$ cat src/hw/rtl/imm_pkg.sv
`timescale 1ns / 1ps
`default_nettype none
// ----------------------------------------------------------------------------
// imm_pkg: shared types and codes for the integer matrix multiply/power block
// Field widths, item modes, register indexes, storage bank codes and the
// control structs that pass between the sequencer and the datapath.
// ----------------------------------------------------------------------------
package imm_pkg;

   // fixed widths of the channel fields
   localparam int MODE_W     = 2;
   localparam int POS_W      = 3;
   localparam int VALUE_W    = 32;
   localparam int DIM_W      = 4;
   localparam int POWER_W    = 8;
   localparam int CSR_IDX_W  = 3;
   localparam int CSR_DATA_W = 8;
   localparam int BANK_W     = 2;

   // input item modes
   localparam logic [MODE_W-1:0] MODE_LOAD_A = 2'd0;
   localparam logic [MODE_W-1:0] MODE_LOAD_B = 2'd1;
   localparam logic [MODE_W-1:0] MODE_START  = 2'd2;

   // register indexes
   localparam logic [CSR_IDX_W-1:0] REG_A_ROWS    = 3'd0;
   localparam logic [CSR_IDX_W-1:0] REG_A_COLS    = 3'd1;
   localparam logic [CSR_IDX_W-1:0] REG_B_COLS    = 3'd2;
   localparam logic [CSR_IDX_W-1:0] REG_OP_SELECT = 3'd3;
   localparam logic [CSR_IDX_W-1:0] REG_POWER     = 3'd4;

   // operation select
   localparam logic OP_MULTIPLY = 1'b0;
   localparam logic OP_POWER    = 1'b1;

   // storage banks inside the shared matrix memory
   localparam logic [BANK_W-1:0] BANK_A    = 2'd0;
   localparam logic [BANK_W-1:0] BANK_B    = 2'd1;
   localparam logic [BANK_W-1:0] BANK_WORK = 2'd2;
   localparam logic [BANK_W-1:0] BANK_PROD = 2'd3;

   // strobes from the sequencer to the multiply-accumulate unit
   typedef struct packed {
      logic load_x;   // capture the left operand from memory read data
      logic mul_en;   // register x * read data
      logic acc_en;   // add product into the accumulator
      logic first;    // first term of a dot product: start from zero
   } mac_ctrl_type;

   // result word request from the sequencer
   typedef struct packed {
      logic             load;
      logic             last;
      logic             error;
      logic [POS_W-1:0] row;
      logic [POS_W-1:0] col;
   } emit_type;

endpackage
`default_nettype wire

$ cat src/hw/rtl/imm_mac.sv
`timescale 1ns / 1ps
`default_nettype none
// ----------------------------------------------------------------------------
// imm_mac: shared multiply-accumulate unit
// Takes both operands from the memory read port one after the other,
// registers their wrapped product, then accumulates it into a running sum.
// ----------------------------------------------------------------------------
module imm_mac #(
   parameter int DATA_WIDTH = 32
) (
   input  wire                       clock,
   input  wire imm_pkg::mac_ctrl_type ctrl,
   input  wire [DATA_WIDTH-1:0]      rd_data,
   output logic [DATA_WIDTH-1:0]     sum
);
   import imm_pkg::*;

   logic [DATA_WIDTH-1:0]   x_ff;
   logic [DATA_WIDTH-1:0]   prod_ff;
   logic [DATA_WIDTH-1:0]   acc_ff;
   logic [2*DATA_WIDTH-1:0] full_prod;
   logic [DATA_WIDTH-1:0]   acc_base;

   // product wraps at the data width
   assign full_prod = (2*DATA_WIDTH)'(x_ff) * (2*DATA_WIDTH)'(rd_data);

   // running sum; first term starts over from zero
   assign acc_base = ctrl.first ? '0 : acc_ff;
   assign sum      = acc_base + prod_ff;

   always_ff @(posedge clock) begin
      if (ctrl.load_x) begin
         x_ff <= rd_data;
      end
      if (ctrl.mul_en) begin
         prod_ff <= full_prod[DATA_WIDTH-1:0];
      end
      if (ctrl.acc_en) begin
         acc_ff <= sum;
      end
   end

endmodule
`default_nettype wire

$ cat config.mk
export PLATFORM = sky130hd
export DESIGN_NAME = imm_mac
export DESIGN_NICKNAME = d
export VERILOG_FILES = /design/src/hw/rtl/imm_pkg.sv /design/src/hw/rtl/imm_mac.sv
export SDC_FILE = /design/constraint.sdc
export NUM_CORES = 1
export LEC_CHECK = 0
export BUFFER_PORTS_ARGS = -buffer_cell sky130_fd_sc_hd__buf_2
export CORE_AREA = 2 2 163 285
export CTS_CLUSTER_SIZE = 24
export DETAILED_ROUTE_END_ITERATION = 8
export DIE_AREA = 0 0 165 287
export GPL_TIMING_DRIVEN = 0
export MAX_ROUTING_LAYER = met4
export PLACE_DENSITY = 0.71
export SYNTH_ARGS = -nofsm -noshare
export SYNTH_HDL_FRONTEND = slang
export SYNTH_SLANG_ARGS = --single-unit
export TNS_END_PERCENT = 1
$ cat constraint.sdc
create_clock -name clock -period 12.27 [get_ports clock]
set_input_delay 2.454 -clock clock [delete_from_list [all_inputs] [get_ports clock]]
set_output_delay 2.454 -clock clock [all_outputs]
set_load 0.1 [all_outputs]
==> run metrics <==
total overflow reported by the global router 0; violated checks max-capacitance violations, max-slew violations; Core Region 44,980 um2; part of the cycle the worst path needs 0.8492; share of the yosys chip area belonging to registers 0.1431; number of I/O port buffers 68; post-detailed-placement half-perimeter wirelength around 54,000 um; wire length of the first global-routing pass 101,000 um; outcome finished with violations; number of post-CTS setup repair buffers 0; routed length per instance about 25 um; count of fill cells added during filler insertion approximately 4,200; CTS tree yes; IO Pins 69; launch point of the worst hold path prod_ff[0]; cell repeated most along the worst path fa_1; endpoint kind of the worst setup timing path flop; number of global-route vias before repair 17,004; post-synth top area cell fa_1; area of all placed cells without fillers 21,510 um2; critical path fanouts, max 10; number of DRC violations after detailed-routing iteration 0 between 900 and 1,000; number of synthesized register bits 96; Num CTS Buffers 9; largest net degree at the start of global routing 33; arrival time at the worst endpoint 10.50 ns; count of antenna-violating nets left after detailed routing 0; count of TritonRoute iterations in the first routing pass 5; total wirelength of the detailed-routed design 67,110 um; number of cells on the worst reg-to-reg path 22; cell area after placement roughly 21,000 um2; synthesized instance count 2,068; width of the die 165 um; number of setup violations in the final report 0; post-detailed-route via-to-cell ratio 5.504; slew at the pin with the worst max-slew slack 1.474 ns; worst hold path type flop to flop; setup repair after global routing missed its margin false; initial antenna violation count 8; type of the worst setup path input port to flop; number of non-filler instances in the completed layout between 2,000 and 3,000; Worst EP required 12.35 ns; leading cell types in the layout, fill and taps excluded fa_1 (409), inv_1 (406), nand2_1 (274); startpoint of the lowest-slack register-to-register path x_ff[3]; master cell of the clock root buffer clkbuf_16; clock-pin slew reported for the worst setup and hold paths after clock tree synthesis 0.09 ns; crit-path max cell delay 1.25 ns; Skew-Pair Late Insertion Delay 0.39 ns; Post-synth top flop edfxtp_1; slack of the worst reg-to-reg path 3.27 ns; fraction of post-synthesis cell area in the top cell type by area 0.4063; P&R area growth vs syn 6.755%; footprint of the multi-input gates 15,400 um2; average instance area after synthesis 9.745 um2; ys async rst share 0; # Max-Cap Violations 1; Detail Route met3 WL 3516 um; final setup slack of the worst path 1.851 ns; worst-case headroom to the max-slew limit -0.007868; H-tree depth reported by CTS 3; instance count after placement with tap cells included 2,713; area taken by flip-flops and latches between 2000 and 3000 um2; EDFF count, synth 96; Min Clock Period, post-route 10.42 ns; post-synthesis instance area slightly above 20,000 um2; post-cts resize count 0; # hold bufs at CTS 0; fraction of final layout cells sized beyond drive strength 1 0.04322; final worst clock skew 0.02038 ns; Hold Path Cell Cnt 1; setup tns final 0 ns; Synthesis Warnings 0; number of pins with negative max-slew slack in the final report 1; largest cells by area after synthesis fa_1 (41%), edfxtp_1 (14%), ha_1 (9.6%), and2_1 (8.4%), inv_1 (7.6%); met1 wire length 20,860 um; Yosys cell types 45; pre-CTS setup slack 1.649 ns; Nets roughly 2,700; worst r2r dst prod_ff[31]; DR vias ~15,000; Met2 Wirelength around 35,000 um; # rows 103; detailed-route DRC error count 0; cell with the largest stage delay on the worst path a2111oi_0; highest routing layer actually used met4; clock sink count 96; CTS Buffer Depth 2; most common cell after layout, fill and taps aside fa_1; final count of hold timing violations 0; worst hold endpoint acc_ff[0]; startpoint kind of the worst setup timing path input port; global placement routability congestion 1.074; initial core utilization 0.4480; die area 47,360 um2; number of nets in the synthesized netlist roughly 2,700; maximum clock frequency roughly 0.096 GHz; Tot GR Track Use 0.3090; floorplan die height 287 um
-- critical path: cells and delay by family --
kind | cells | cell delay [ns]
simple gates | 3 | 0.60
buf+inv | 7 | 1.36
xor+xnor | 1 | 0.18
compound gates | 6 | 2.31
fa+ha+maj | 9 | 3.58
-- registers in the layout, summed over array words and instances (netlist names) --
name     count
acc_ff      32
prod_ff     32
x_ff        32
-- metal layers --
layer  GRT usage  up-vias
met5           -        -
met3     0.05339      372
met2      0.5413      621
met1      0.2853     7674
li1            -     6397
met4      0.2633        0
-- through the flow --
step | utilization | hold slack, ns
after global routing | 0.4781 | 0.6180
after floorplan | - | 0.8057
after detailed placement | 0.4717 | 0.5870
final | 0.4783 | 0.6090
after CTS | 0.4779 | 0.6114
after global placement | 0.4717 | 0.5588
-- worst max path at each step --
stage | startpoint | endpoint | slack [ns] | depth (start not counted)
after floorplan | ctrl[0] | sum[31] | 3.02 | 11
after global placement | rd_data[2] | prod_ff[31] | 1.71 | 26
after detailed placement | rd_data[2] | prod_ff[31] | 1.65 | 26
after CTS | rd_data[2] | prod_ff[31] | 2.04 | 26
after global routing | rd_data[12] | prod_ff[31] | 1.71 | 27
final | rd_data[2] | prod_ff[31] | 1.85 | 26
-- synthesized netlist by cell type (all sizes together), types with 4 or more instances --
cell type,instances
a211oi,6
a21boi,4
a21o,22
a21oi,52
a31oi,5
and2,271
and3,8
clkbuf,91
edfxtp,96
fa,409
ha,154
inv,406
nand2,274
nand2b,9
nand3,12
nand4,4
nor2,23
nor2b,37
nor3,4
o211ai,6
o21a,5
o21ai,28
o21bai,8
xnor2,89
xor2,25
-- final cells by class --
cell class,instances,area share
clock buffers,10,0.01064
well taps,577,0.03356
multi-input cells,1475,0.7160
repair buffers,68,0.01582
clock inverters,6,0.002326
plain buffers,91,0.01588
diodes,8,0.0009306
inverters,406,0.07084
flip-flops and latches,96,0.1340
-- kinds of logic after synthesis --
family	synth area share
compound gates	0.04849
xor+xnor	0.04955
fa+ha+maj	0.5019
buf+inv	0.09257
flops	0.1431
simple gates	0.1644
Power is left out: the tool's default activity adds up to more than one toggle a clock period on the data nets, which glitch-free logic cannot reach.
