===== config.mk =====
export PLATFORM = sky130hd
export DESIGN_NAME = imm_seq
export DESIGN_NICKNAME = d
export VERILOG_FILES = /design/src/hw/rtl/imm_pkg.sv /design/src/hw/rtl/imm_seq.sv
export SDC_FILE = /design/constraint.sdc
export NUM_CORES = 1
export LEC_CHECK = 0
export ABC_AREA = 0
export BUFFER_PORTS_ARGS = -buffer_cell sky130_fd_sc_hd__buf_4
export CAP_MARGIN = 15
export CORE_MARGIN = 2
export CORE_UTILIZATION = 54
export DETAILED_ROUTE_END_ITERATION = 7
export PLACE_DENSITY_LB_ADDON = 0.12
export SLEW_MARGIN = 20
export SYNTH_ARGS = -nofsm -noshare
export SYNTH_HDL_FRONTEND = slang
export SYNTH_SLANG_ARGS = --single-unit

===== constraint.sdc =====
create_clock -name clock -period 3.22 [get_ports clock]
set_input_delay 0 -clock clock [delete_from_list [all_inputs] [get_ports clock]]
set_output_delay 0 -clock clock [all_outputs]
set_load 0.005 [all_outputs]

===== src/hw/rtl/imm_pkg.sv =====
`timescale 1ns / 1ps
`default_nettype none
// ----------------------------------------------------------------------------
// imm_pkg: shared types and codes for the integer matrix multiply/power block
// Field widths, item modes, register indexes, storage bank codes and the
// control structs that pass between the sequencer and the datapath.
// ----------------------------------------------------------------------------
package imm_pkg;

   // fixed widths of the channel fields
   localparam int MODE_W     = 2;
   localparam int POS_W      = 3;
   localparam int VALUE_W    = 32;
   localparam int DIM_W      = 4;
   localparam int POWER_W    = 8;
   localparam int CSR_IDX_W  = 3;
   localparam int CSR_DATA_W = 8;
   localparam int BANK_W     = 2;

   // input item modes
   localparam logic [MODE_W-1:0] MODE_LOAD_A = 2'd0;
   localparam logic [MODE_W-1:0] MODE_LOAD_B = 2'd1;
   localparam logic [MODE_W-1:0] MODE_START  = 2'd2;

   // register indexes
   localparam logic [CSR_IDX_W-1:0] REG_A_ROWS    = 3'd0;
   localparam logic [CSR_IDX_W-1:0] REG_A_COLS    = 3'd1;
   localparam logic [CSR_IDX_W-1:0] REG_B_COLS    = 3'd2;
   localparam logic [CSR_IDX_W-1:0] REG_OP_SELECT = 3'd3;
   localparam logic [CSR_IDX_W-1:0] REG_POWER     = 3'd4;

   // operation select
   localparam logic OP_MULTIPLY = 1'b0;
   localparam logic OP_POWER    = 1'b1;

   // storage banks inside the shared matrix memory
   localparam logic [BANK_W-1:0] BANK_A    = 2'd0;
   localparam logic [BANK_W-1:0] BANK_B    = 2'd1;
   localparam logic [BANK_W-1:0] BANK_WORK = 2'd2;
   localparam logic [BANK_W-1:0] BANK_PROD = 2'd3;

   // strobes from the sequencer to the multiply-accumulate unit
   typedef struct packed {
      logic load_x;   // capture the left operand from memory read data
      logic mul_en;   // register x * read data
      logic acc_en;   // add product into the accumulator
      logic first;    // first term of a dot product: start from zero
   } mac_ctrl_type;

   // result word request from the sequencer
   typedef struct packed {
      logic             load;
      logic             last;
      logic             error;
      logic [POS_W-1:0] row;
      logic [POS_W-1:0] col;
   } emit_type;

endpackage
`default_nettype wire


===== src/hw/rtl/imm_seq.sv =====
`timescale 1ns / 1ps
`default_nettype none
// ----------------------------------------------------------------------------
// imm_seq: job sequencer
// Walks row, column and term counters over the shared matrix memory, drives
// the multiply-accumulate unit term by term, ping-pongs the work
// and product banks between power passes, then streams the result out.
// ----------------------------------------------------------------------------
module imm_seq #(
   parameter int IDX_W   = 3,
   parameter int ADDR_W  = 8
) (
   input  wire                         clock,
   input  wire                         reset,
   input  wire                         start,
   input  wire                         op_sel,
   input  wire [imm_pkg::POWER_W-1:0]  power,
   input  wire [IDX_W-1:0]             nr_last,
   input  wire [IDX_W-1:0]             nc_last,
   input  wire [IDX_W-1:0]             mb_last,
   input  wire                         out_free,
   output logic                        idle,
   output logic [ADDR_W-1:0]           rd_addr,
   output logic                        wr_en,
   output logic [ADDR_W-1:0]           wr_addr,
   output imm_pkg::mac_ctrl_type       mac_ctrl,
   output imm_pkg::emit_type           emit
);
   import imm_pkg::*;

   localparam logic [2:0] ST_IDLE   = 3'd0;
   localparam logic [2:0] ST_RD_X   = 3'd1;
   localparam logic [2:0] ST_RD_Y   = 3'd2;
   localparam logic [2:0] ST_MUL    = 3'd3;
   localparam logic [2:0] ST_ACC    = 3'd4;
   localparam logic [2:0] ST_EM_RD  = 3'd5;
   localparam logic [2:0] ST_EM_OUT = 3'd6;
   localparam logic [2:0] ST_ERROR  = 3'd7;

   logic [2:0]         state_ff, state_in;
   logic [IDX_W-1:0]   i_ff, i_in, j_ff, j_in, t_ff, t_in;
   logic [IDX_W-1:0]   n_ff, n_in, k_ff, k_in, m_ff, m_in;
   logic [BANK_W-1:0]  xb_ff, xb_in, yb_ff, yb_in, db_ff, db_in;
   logic [POWER_W-1:0] passes_ff, passes_in;
   logic               t_end, j_end, i_end;

   assign t_end = (t_ff == k_ff);
   assign j_end = (j_ff == m_ff);
   assign i_end = (i_ff == n_ff);

   assign idle = (state_ff == ST_IDLE);

   // memory addresses: row-major inside each bank
   always_comb begin
      unique case (state_ff)
         ST_RD_X: rd_addr = {xb_ff, i_ff, t_ff};
         ST_RD_Y: rd_addr = {yb_ff, t_ff, j_ff};
         default: rd_addr = {db_ff, i_ff, j_ff};
      endcase
   end

   assign wr_en   = (state_ff == ST_ACC) && t_end;
   assign wr_addr = {db_ff, i_ff, j_ff};

   // multiply-accumulate strobes
   always_comb begin
      mac_ctrl.load_x = (state_ff == ST_RD_Y);
      mac_ctrl.mul_en = (state_ff == ST_MUL);
      mac_ctrl.acc_en = (state_ff == ST_ACC);
      mac_ctrl.first  = (t_ff == '0);
   end

   // next-state and counter logic
   always_comb begin
      state_in  = state_ff;
      i_in      = i_ff;
      j_in      = j_ff;
      t_in      = t_ff;
      n_in      = n_ff;
      k_in      = k_ff;
      m_in      = m_ff;
      xb_in     = xb_ff;
      yb_in     = yb_ff;
      db_in     = db_ff;
      passes_in = passes_ff;
      emit      = '0;

      unique case (state_ff)
         ST_IDLE: begin
            i_in = '0;
            j_in = '0;
            t_in = '0;
            if (start) begin
               if (op_sel == OP_MULTIPLY) begin
                  xb_in     = BANK_A;
                  yb_in     = BANK_B;
                  db_in     = BANK_WORK;
                  n_in      = nr_last;
                  k_in      = nc_last;
                  m_in      = mb_last;
                  passes_in = POWER_W'(1);
                  state_in  = ST_RD_X;
               end else if (power <= POWER_W'(1)) begin
                  // return A as loaded
                  db_in    = BANK_A;
                  n_in     = nr_last;
                  m_in     = nc_last;
                  state_in = ST_EM_RD;
               end else if (nr_last != nc_last) begin
                  state_in = ST_ERROR;
               end else begin
                  xb_in     = BANK_A;
                  yb_in     = BANK_A;
                  db_in     = BANK_WORK;
                  n_in      = nr_last;
                  k_in      = nr_last;
                  m_in      = nr_last;
                  passes_in = power - POWER_W'(1);
                  state_in  = ST_RD_X;
               end
            end
         end
         ST_RD_X:  state_in = ST_RD_Y;
         ST_RD_Y:  state_in = ST_MUL;
         ST_MUL:   state_in = ST_ACC;
         ST_ACC: begin
            state_in = ST_RD_X;
            if (!t_end) begin
               t_in = t_ff + IDX_W'(1);
            end else begin
               t_in = '0;
               if (!j_end) begin
                  j_in = j_ff + IDX_W'(1);
               end else begin
                  j_in = '0;
                  if (!i_end) begin
                     i_in = i_ff + IDX_W'(1);
                  end else begin
                     i_in = '0;
                     // pass done: emit, or feed this result into the next pass
                     if (passes_ff == POWER_W'(1)) begin
                        state_in = ST_EM_RD;
                     end else begin
                        passes_in = passes_ff - POWER_W'(1);
                        xb_in     = db_ff;
                        db_in     = (db_ff == BANK_WORK) ? BANK_PROD : BANK_WORK;
                     end
                  end
               end
            end
         end
         ST_EM_RD: state_in = ST_EM_OUT;
         ST_EM_OUT: begin
            if (out_free) begin
               emit.load = 1'b1;
               emit.last = i_end && j_end;
               emit.row  = POS_W'(i_ff);
               emit.col  = POS_W'(j_ff);
               state_in  = ST_EM_RD;
               if (!j_end) begin
                  j_in = j_ff + IDX_W'(1);
               end else begin
                  j_in = '0;
                  if (!i_end) begin
                     i_in = i_ff + IDX_W'(1);
                  end else begin
                     i_in     = '0;
                     state_in = ST_IDLE;
                  end
               end
            end
         end
         ST_ERROR: begin
            if (out_free) begin
               emit.load  = 1'b1;
               emit.last  = 1'b1;
               emit.error = 1'b1;
               state_in   = ST_IDLE;
            end
         end
      endcase
   end

   always_ff @(posedge clock) begin
      if (reset) begin
         state_ff <= ST_IDLE;
      end else begin
         state_ff <= state_in;
      end
      i_ff      <= i_in;
      j_ff      <= j_in;
      t_ff      <= t_in;
      n_ff      <= n_in;
      k_ff      <= k_in;
      m_ff      <= m_in;
      xb_ff     <= xb_in;
      yb_ff     <= yb_in;
      db_ff     <= db_in;
      passes_ff <= passes_in;
   end

endmodule
`default_nettype wire


==> metrics, run 1 <==
Avg Cell Area, Syn 10.1 um2; Critical Path Max Stage Delay 0.77 ns; M1 WL 2.06 mm; met2 wire length 2.31 mm; YS warnings 0; dpl cells 324; Worst Hold Slack 0.0400 ns; Chip Width 69.2 um; slew margin rel. 0.419; Worst Skew 0.00840 ns; CP startpoint kind flop; site row count 23; via count 1815; Hold Path Cell Cnt 3; Hold Crit Class input port to flop; global placement routability congestion 0.845; Seq/Total Area, Yosys 0.432; critical path arrival 2.43 ns; DRC 0; required time of the critical path 3.13 ns; Finished Layout Cells 337; setup TNS 0 ns; WL met3 271 um; leakage dissipation 0.00119 uW; Nets 316; core footprint 4030 um2; number of synthesized flops with an enable pin 31; Cell Area, Placed 2710 um2; Peak VDD IR 0.276 mV; Resize count post-CTS 0; WS Path Type flop to flop; grt total ovfl 0; area leader, netlist edfxtp_1; Critical path buffers and inverters 2; CTS Root Cell clkbuf_8; Synth async-reset ratio 0; filler cell count 312; # diodes 0; vias in the first global route 1679; insertion delay to the later sink of the worst-skew pair 0.29 ns; CTS HTree Levels 2; max-slew violations 0; antenna-violating nets left 0; clk sinks 34; Hold Path Sink m_ff[0]; Mapped Cells 228; reg2reg path depth 5; maximum clock path buffer count 2; drt total wl 4.71 mm; # port buffers 52; largest net degree at the start of global routing 20; pwr/cell area 656 nW/um2; CP startpoint state_ff[0]; Max Fclk 398 MHz; Vias per Instance 5.39; area of the mapped netlist 2290 um2; Final Hold Viols 0; RSZ-0062 raised after global routing false; CTS tree built; design area 2850 um2; Reg-to-Reg Start state_ff[0]; Post-synth top flop edfxtp_1; Yosys reg bits 34; Pre-antenna DRT Iters 4; Tmin final 2.51 ns; Die Area 4780 um2; # IOs 53; Syn Nets 258; area grow syn2layout 24.5%; RR Endpoint i_ff[1]; Setup Viol. Count Final 0; largest cells by area after synthesis edfxtp_1, xnor2_1, nor2_1; all-layer global routing usage 0.209; worst-margin pin slew 0.872 ns; first-pass GRT wire length 7.96 mm; Routed WL per cell 14.0 um; slowest cell on the critical path a221oi_1; Yosys top cell area share 0.406; fin crit share 0.781; share of layout cells above drive strength 1 0.275; Num CTS Buffers 5; R2R Setup Slk 0.71 ns; CP endpoint kind flop; Max Cap Viol 0; antenna violations before repair 0; Starting Density 0.569; Die H 69.2 um; CP max FO 19; clock-pin slew on the worst setup and hold paths 0.07 ns; CP Cell Sequence or2_1 -> inv_4 -> nand2_4 -> inv_6 -> a221oi_1; status finished clean; post-synthesis cell type count 43; hold path startpoint mb_last[0]; cell family with most CP delay compound AO/OA/AOI/OAI gates; initial drt markers 155; DP HPWL 3.58 mm; highest metal used met4
[stage by stage]
step	utilization	setup WS [ns]	total power, uW
after floorplan	-	0.936	1250
after global placement	0.673	0.836	1540
after detailed placement	0.673	0.716	1560
after CTS	0.708	0.694	1890
after global routing	0.708	0.526	2010
final	0.708	0.706	1870
[worst register-to-register path, cell delays in order, from the launching register on]
cell,delay (ns)
dfxtp_1,0.66
or2_1,0.35
inv_4,0.10
nand2_4,0.19
inv_6,0.07
a221oi_1,0.77
[routing by layer]
metal	vias to the layer above	global-route usage
met1	822	0.266
met4	0	0.0784
met3	8	0.0556
met5	-	0
met2	59	0.342
li1	926	-
[cells in the mapped netlist (all sizes together) (2+ instances only)]
cell type	count
nor4	4
dfxtp	3
and2	10
o31ai	2
a31oi	2
nor2b	2
ha	8
nand3b	2
inv	15
xnor2	19
mux2i	6
xor2	7
mux2	9
o21ai	6
nand2b	3
edfxtp	31
nor2	30
nor3	9
clkbuf	5
or3	2
nand2	11
nand3	7
a21oi	11
and3	4
nor3b	4
o22ai	6
buf	2
[flip-flops by register name, indices dropped and copies added (netlist names)]
signal / flops
db_ff: 2
i_ff: 3
j_ff: 3
k_ff: 3
m_ff: 3
n_ff: 3
passes_ff: 8
state_ff: 3
t_ff: 3
xb_ff: 2
yb_ff: 1
[power by group]
group          total [uW]  switching (uW)  internal (uW)
Combinational         763             365            397
Clock                 319             147            172
Sequential            791             158            633
[how the worst max path moves through the flow]
stage | end | depth (start not counted)
after floorplan | passes_ff[0] | 5
after global placement | j_ff[1] | 5
after detailed placement | j_ff[1] | 5
after CTS | i_ff[0] | 5
after global routing | i_ff[2] | 5
final | i_ff[1] | 5
[layout make-up]
cell class	instances	area, um2	area share
inverters	15	63.8	0.0224
clock inverters	1	5.00	0.00175
multi-input cells	172	1200	0.419
clock buffers	7	86.3	0.0303
repair buffers	58	448	0.157
flip-flops and latches	34	991	0.347
well taps	50	62.6	0.0219
[logic make-up (layout without fill, tap and decap cells)]
| family | after synthesis | after routing | synth area share |
|---|---|---|---|
| compound gates | 34 | 34 | 0.0966 |
| xor+xnor | 26 | 26 | 0.0993 |
| fa+ha+maj | 8 | 8 | 0.0437 |
| buf+inv | 22 | 81 | 0.0459 |
| flops | 34 | 34 | 0.432 |
| mux | 15 | 15 | 0.0704 |
| simple gates | 89 | 89 | 0.212 |
[cell usage in the layout, fill, tap and decap left out, drive strengths merged, types with 3 or more instances in the layout]
cell         instances
buf                 53
edfxtp              31
nor2                30
xnor2               19
inv                 15
a21oi               11
nand2               11
and2                10
mux2                 9
nor3                 9
ha                   8
nand3                7
xor2                 7
clkbuf               7
o22ai                6
mux2i                6
o21ai                6
dlygate4sd3          5
and3                 4
nor3b                4
nor4                 4
nand2b               3
dfxtp                3
[what timing repair did]
| action | 4_1_cts | 5_1_grt |
|---|---|---|
| setup buffers | 0 | 0 |
| hold buffers | 5 | 0 |
| endpoints found under the hold margin | 4 | 0 |
Power figures use the tool's default switching activity.
==> inputs of run 2 (changes only) <==
- clock period: 3.22 -> 2.6 ns (I/O delays scaled with it)
==> run 2 against run 1 <==
Against the previous run:
- utilization about the same
- design area about the same
- highest routed layer unchanged
- fmax increased by 14%
- sequential cell count unchanged
- routed wire length decreased by 0.83%
- count of clock-buffer cells in the layout decreased by 2
- sequential power increased by 20%
- via count increased by 1.1%
- non-clock buffer count increased by 2
- clock skew decreased by 0.0031 ns
- first-iteration DRC count decreased by 41%
==> metrics, run 2 (synthesis results as in run 1) <==
drt total wl 4.67 mm; hold path startpoint out_free; share of power burned in registers 0.412; switching share of power 0.363; smallest setup slack after layout 0.390 ns; insertion delay to the later sink of the worst-skew pair 0.29 ns; Critical Path Max Stage Delay 0.51 ns; design area 2850 um2; area grow syn2layout 24.5%; share of layout cells above drive strength 1 0.277; clk sinks 34; Hold Path Cell Cnt 4; Hold Path Sink state_ff[0]; antenna violations before repair 0; CTS Root Cell clkbuf_8; Largest Register passes_ff; Int Pwr 1470 uW; most frequent cells in the layout buf_4, edfxtp_1, nor2_1; Setup Viol. Count Final 0; reg2reg path depth 6; CP Cell Sequence xor2_1 -> nor3_1 -> nor2b_2 -> mux2i_1 -> a21oi_1 -> buf_4; worst-margin pin slew 0.611 ns; DP HPWL 3.59 mm; Final Hold Viols 0; CTS tree built; leakage dissipation 0.00119 uW; CP max FO 10; Comb pwr share 0.431; required time of the critical path 2.59 ns; slew margin rel. 0.592; Pre-antenna DRT Iters 4; Reg-to-Reg Start i_ff[0]; RR Endpoint xb_ff[1]; Die H 69.2 um; Tmin final 2.21 ns; critical path arrival 2.20 ns; Net Switching 837 uW; first-pass GRT wire length 8.20 mm; Hold Crit Class input port to flop; setup TNS 0 ns; clock share of power 0.158; Max Fclk 453 MHz; pre-CTS WS 0.457 ns; core footprint 4030 um2; Routed WL per cell 13.8 um; # IOs 53; # diodes 0; vias in the first global route 1787; DRC 0; all-layer global routing usage 0.213; Vias per Instance 5.41; Die Area 4780 um2; status finished clean; via count 1835; fin crit share 0.850; # port buffers 52; initial drt markers 91; CP endpoint kind flop; maximum clock path buffer count 2; slowest cell on the critical path edfxtp_1; Chip Width 69.2 um; Cell Area, Placed 2730 um2; pwr/cell area 809 nW/um2; Worst Skew 0.00527 ns; site row count 23; most common cell after layout, fill and taps aside buf_4; R2R Setup Slk 0.39 ns; clock-pin slew on the worst setup and hold paths 0.06 ns; Power Total 2310 uW; Largest register FFs 8; Starting Density 0.569; Max Cap Viol 0; grt total ovfl 0; CP startpoint kind flop; CTS HTree Levels 2; Num CTS Buffers 5; largest net degree at the start of global routing 19; Peak VDD IR 0.352 mV; global placement routability congestion 0.838; RSZ-0062 raised after global routing false; WS Path Type flop to flop; max-slew violations 0; antenna-violating nets left 0; Nets 318
## run 2: timing repair
action                                 in CTS  in global routing
resized for setup                           0                  0
hold buffers                                4                  0
endpoints found under the hold margin       4                  0
setup buffers                               0                  0
## run 2: how the worst max path moves through the flow
stage	start	endpoint	slack [ns]
floorplan	i_ff[0]	passes_ff[0]	0.32
global placement	i_ff[0]	passes_ff[2]	0.54
detailed placement	i_ff[0]	passes_ff[2]	0.46
CTS	i_ff[0]	xb_ff[0]	0.42
global route	i_ff[0]	xb_ff[0]	0.28
finish	i_ff[0]	xb_ff[1]	0.39
## run 2: cell type report
class                           instances  area (um2)
Timing Repair Buffer                   60         460
Fill cell                             338        1170
Multi-Input combinational cell        172        1200
Inverter                               15        63.8
Sequential cell                        34         991
Clock inverter                          3        11.3
Tap cell                               50        62.6
Clock buffer                            5        68.8
## run 2: power groups by stage
stage | clock network (uW) | registers [uW] | logic, uW
after global placement | 0 | 955 | 974
after CTS | 371 | 950 | 999
after global routing | 397 | 975 | 1110
after detailed placement | 0 | 961 | 988
after floorplan | 0 | 913 | 630
final | 364 | 950 | 995
## run 2: critical path: cells and delay by family, from the launching register on
family / cells / cell delay, ns
mux: 1 / 0.12
compound gates: 1 / 0.15
flops: 1 / 0.51
buf+inv: 1 / 0.21
xor+xnor: 1 / 0.21
simple gates: 2 / 0.73
## run 2: per-layer routing
metal,wire [um],part of all wire,GRT usage
met1,2150,0.46,0.282
met3,250,0.054,0.0556
met5,0,0,0
met4,102,0.022,0.0893
met2,2170,0.46,0.332
## run 2: stage by stage
step	hold WS [ns]	utilization	std cells
3_3_place_gp	0.214	0.679	327
4_1_cts	0.00974	0.708	339
3_5_place_dp	0.216	0.679	327
2_1_floorplan	0.0989	-	228
6_report	0.0125	0.708	339
5_1_grt	0.0312	0.708	339
==> inputs of run 3 (changes only) <==
- CORE_UTILIZATION: 54 -> 49
- clock period: 2.6 -> 1.87 ns (I/O delays scaled with it)
==> run 3 against run 2 <==
Against the previous run:
- clock skew fell by 0.00073 ns
- largest power group unchanged
- fmax grew 26%
- first-iteration DRC count down 24%
- count of clock-buffer cells in the layout unchanged
- combinational power grew 80%
==> metrics, run 3 (synthesis results as in run 1) <==
status finished clean; Starting Density 0.516; CTS tree built; drt total wl 5.11 mm; Final Hold Viols 0; fin crit share 0.937; Core Util, Final 0.693; Pre-antenna DRT Iters 4; CP Cell Sequence or2_1 -> inv_4 -> nand2_4 -> inv_6 -> nand3b_4 -> o32ai_2 -> a21oi_4 -> buf_12; Setup Viol. Count Final 0; CP max FO 10; RSZ-0062 raised after global routing false; DP HPWL 3.95 mm; DRC 0; CP endpoint kind flop; CTS Root Cell clkbuf_8; Peak VDD IR 0.676 mV; WS Path Type flop to flop; CTS HTree Levels 2; leakage dissipation 0.00130 uW; maximum clock path buffer count 2; vias in the first global route 1762; site row count 24; Hold Crit Class input port to flop; pwr/cell area 1190 nW/um2; Vias per Instance 5.28; grt total ovfl 0; slew margin rel. 0.711; clk sinks 34; Routed WL per cell 14.2 um; core footprint 4440 um2; all-layer global routing usage 0.208; area grow syn2layout 34.3%; clock-pin slew on the worst setup and hold paths 0.07 ns; Largest Register passes_ff; Num CTS Buffers 5; CP startpoint kind flop; Tmin final 1.75 ns; largest net degree at the start of global routing 19; Critical Path Max Stage Delay 0.36 ns; critical path arrival 1.81 ns; max-slew violations 0; Die H 72.4 um; via count 1894; slowest cell on the critical path o32ai_2; Worst Skew 0.00454 ns; antenna-violating nets left 0; required time of the critical path 1.92 ns; # port buffers 52; share of layout cells above drive strength 1 0.349; Chip Width 72.4 um; most common cell after layout, fill and taps aside buf_4; Nets 336; Largest register FFs 8; Die Area 5240 um2; global placement routability congestion 0.868; # diodes 0; Max Fclk 571 MHz; Cell Area, Placed 2900 um2; worst-margin pin slew 0.430 ns; design area 3080 um2; setup TNS 0 ns; Max Cap Viol 0; initial drt markers 69; # IOs 53; antenna violations before repair 0; most frequent cells in the layout buf_4, edfxtp_1, nor2_1; insertion delay to the later sink of the worst-skew pair 0.29 ns; first-pass GRT wire length 8.23 mm
-- run 3: power breakdown --
group,switching (uW),internal (uW),total [uW]
registers,137,1090,1220
clock network,269,396,664
logic,864,923,1790
total,1270,2410,3680
-- run 3: what timing repair did --
item / in CTS / in global routing
hold buffers: 4 / 0
endpoints found under the setup margin: 0 / 15
endpoints found under the hold margin: 4 / 0
resized for setup: 0 / 2
buffers inserted: 0 / 1
-- run 3: layout make-up --
class / instances / area, um2
Tap cell: 52 / 65.1
Inverter: 15 / 63.8
Timing Repair Buffer: 78 / 608
Multi-Input combinational cell: 172 / 1240
Clock inverter: 3 / 45.0
Sequential cell: 34 / 992
Clock buffer: 5 / 68.8
Fill cell: 355 / 1370
-- run 3: worst max-delay path, delay by kind of cell (launching register included) --
kind | cells | cell delay (ns)
flops | 1 | 0.31
simple gates | 3 | 0.43
compound gates | 2 | 0.42
buf+inv | 3 | 0.36
-- run 3: through the flow --
stage / hold WS [ns] / setup WS, ns / power, uW / cells
floorplan: 0.0989 / 0.0216 / 2190 / 228
detailed placement: 0.219 / 0.106 / 2980 / 346
global route: 0.0311 / 0.0429 / 3930 / 359
finish: 0.0156 / 0.118 / 3680 / 359
global placement: 0.222 / 0.144 / 2950 / 346
CTS: 0.0113 / 0.0750 / 3660 / 358
-- run 3: path summary, 6_finish.rpt --
path | from | end | slack (ns) | cells past startpoint
max | state_ff[1] | passes_ff[3] | 0.12 | 8
min | out_free | state_ff[0] | 0.02 | 4
max reg2reg | state_ff[1] | passes_ff[3] | 0.12 | 8
min reg2reg | db_ff[0] | db_ff[0] | 0.62 | 1
-- run 3: routing by layer --
metal / routed length, um / GRT usage / up-vias
li1: - / - / 965
met1: 2350 / 0.284 / 873
met2: 2440 / 0.329 / 50
met3: 230 / 0.0375 / 6
met4: 87 / 0.0802 / 0
met5: 0 / 0 / -
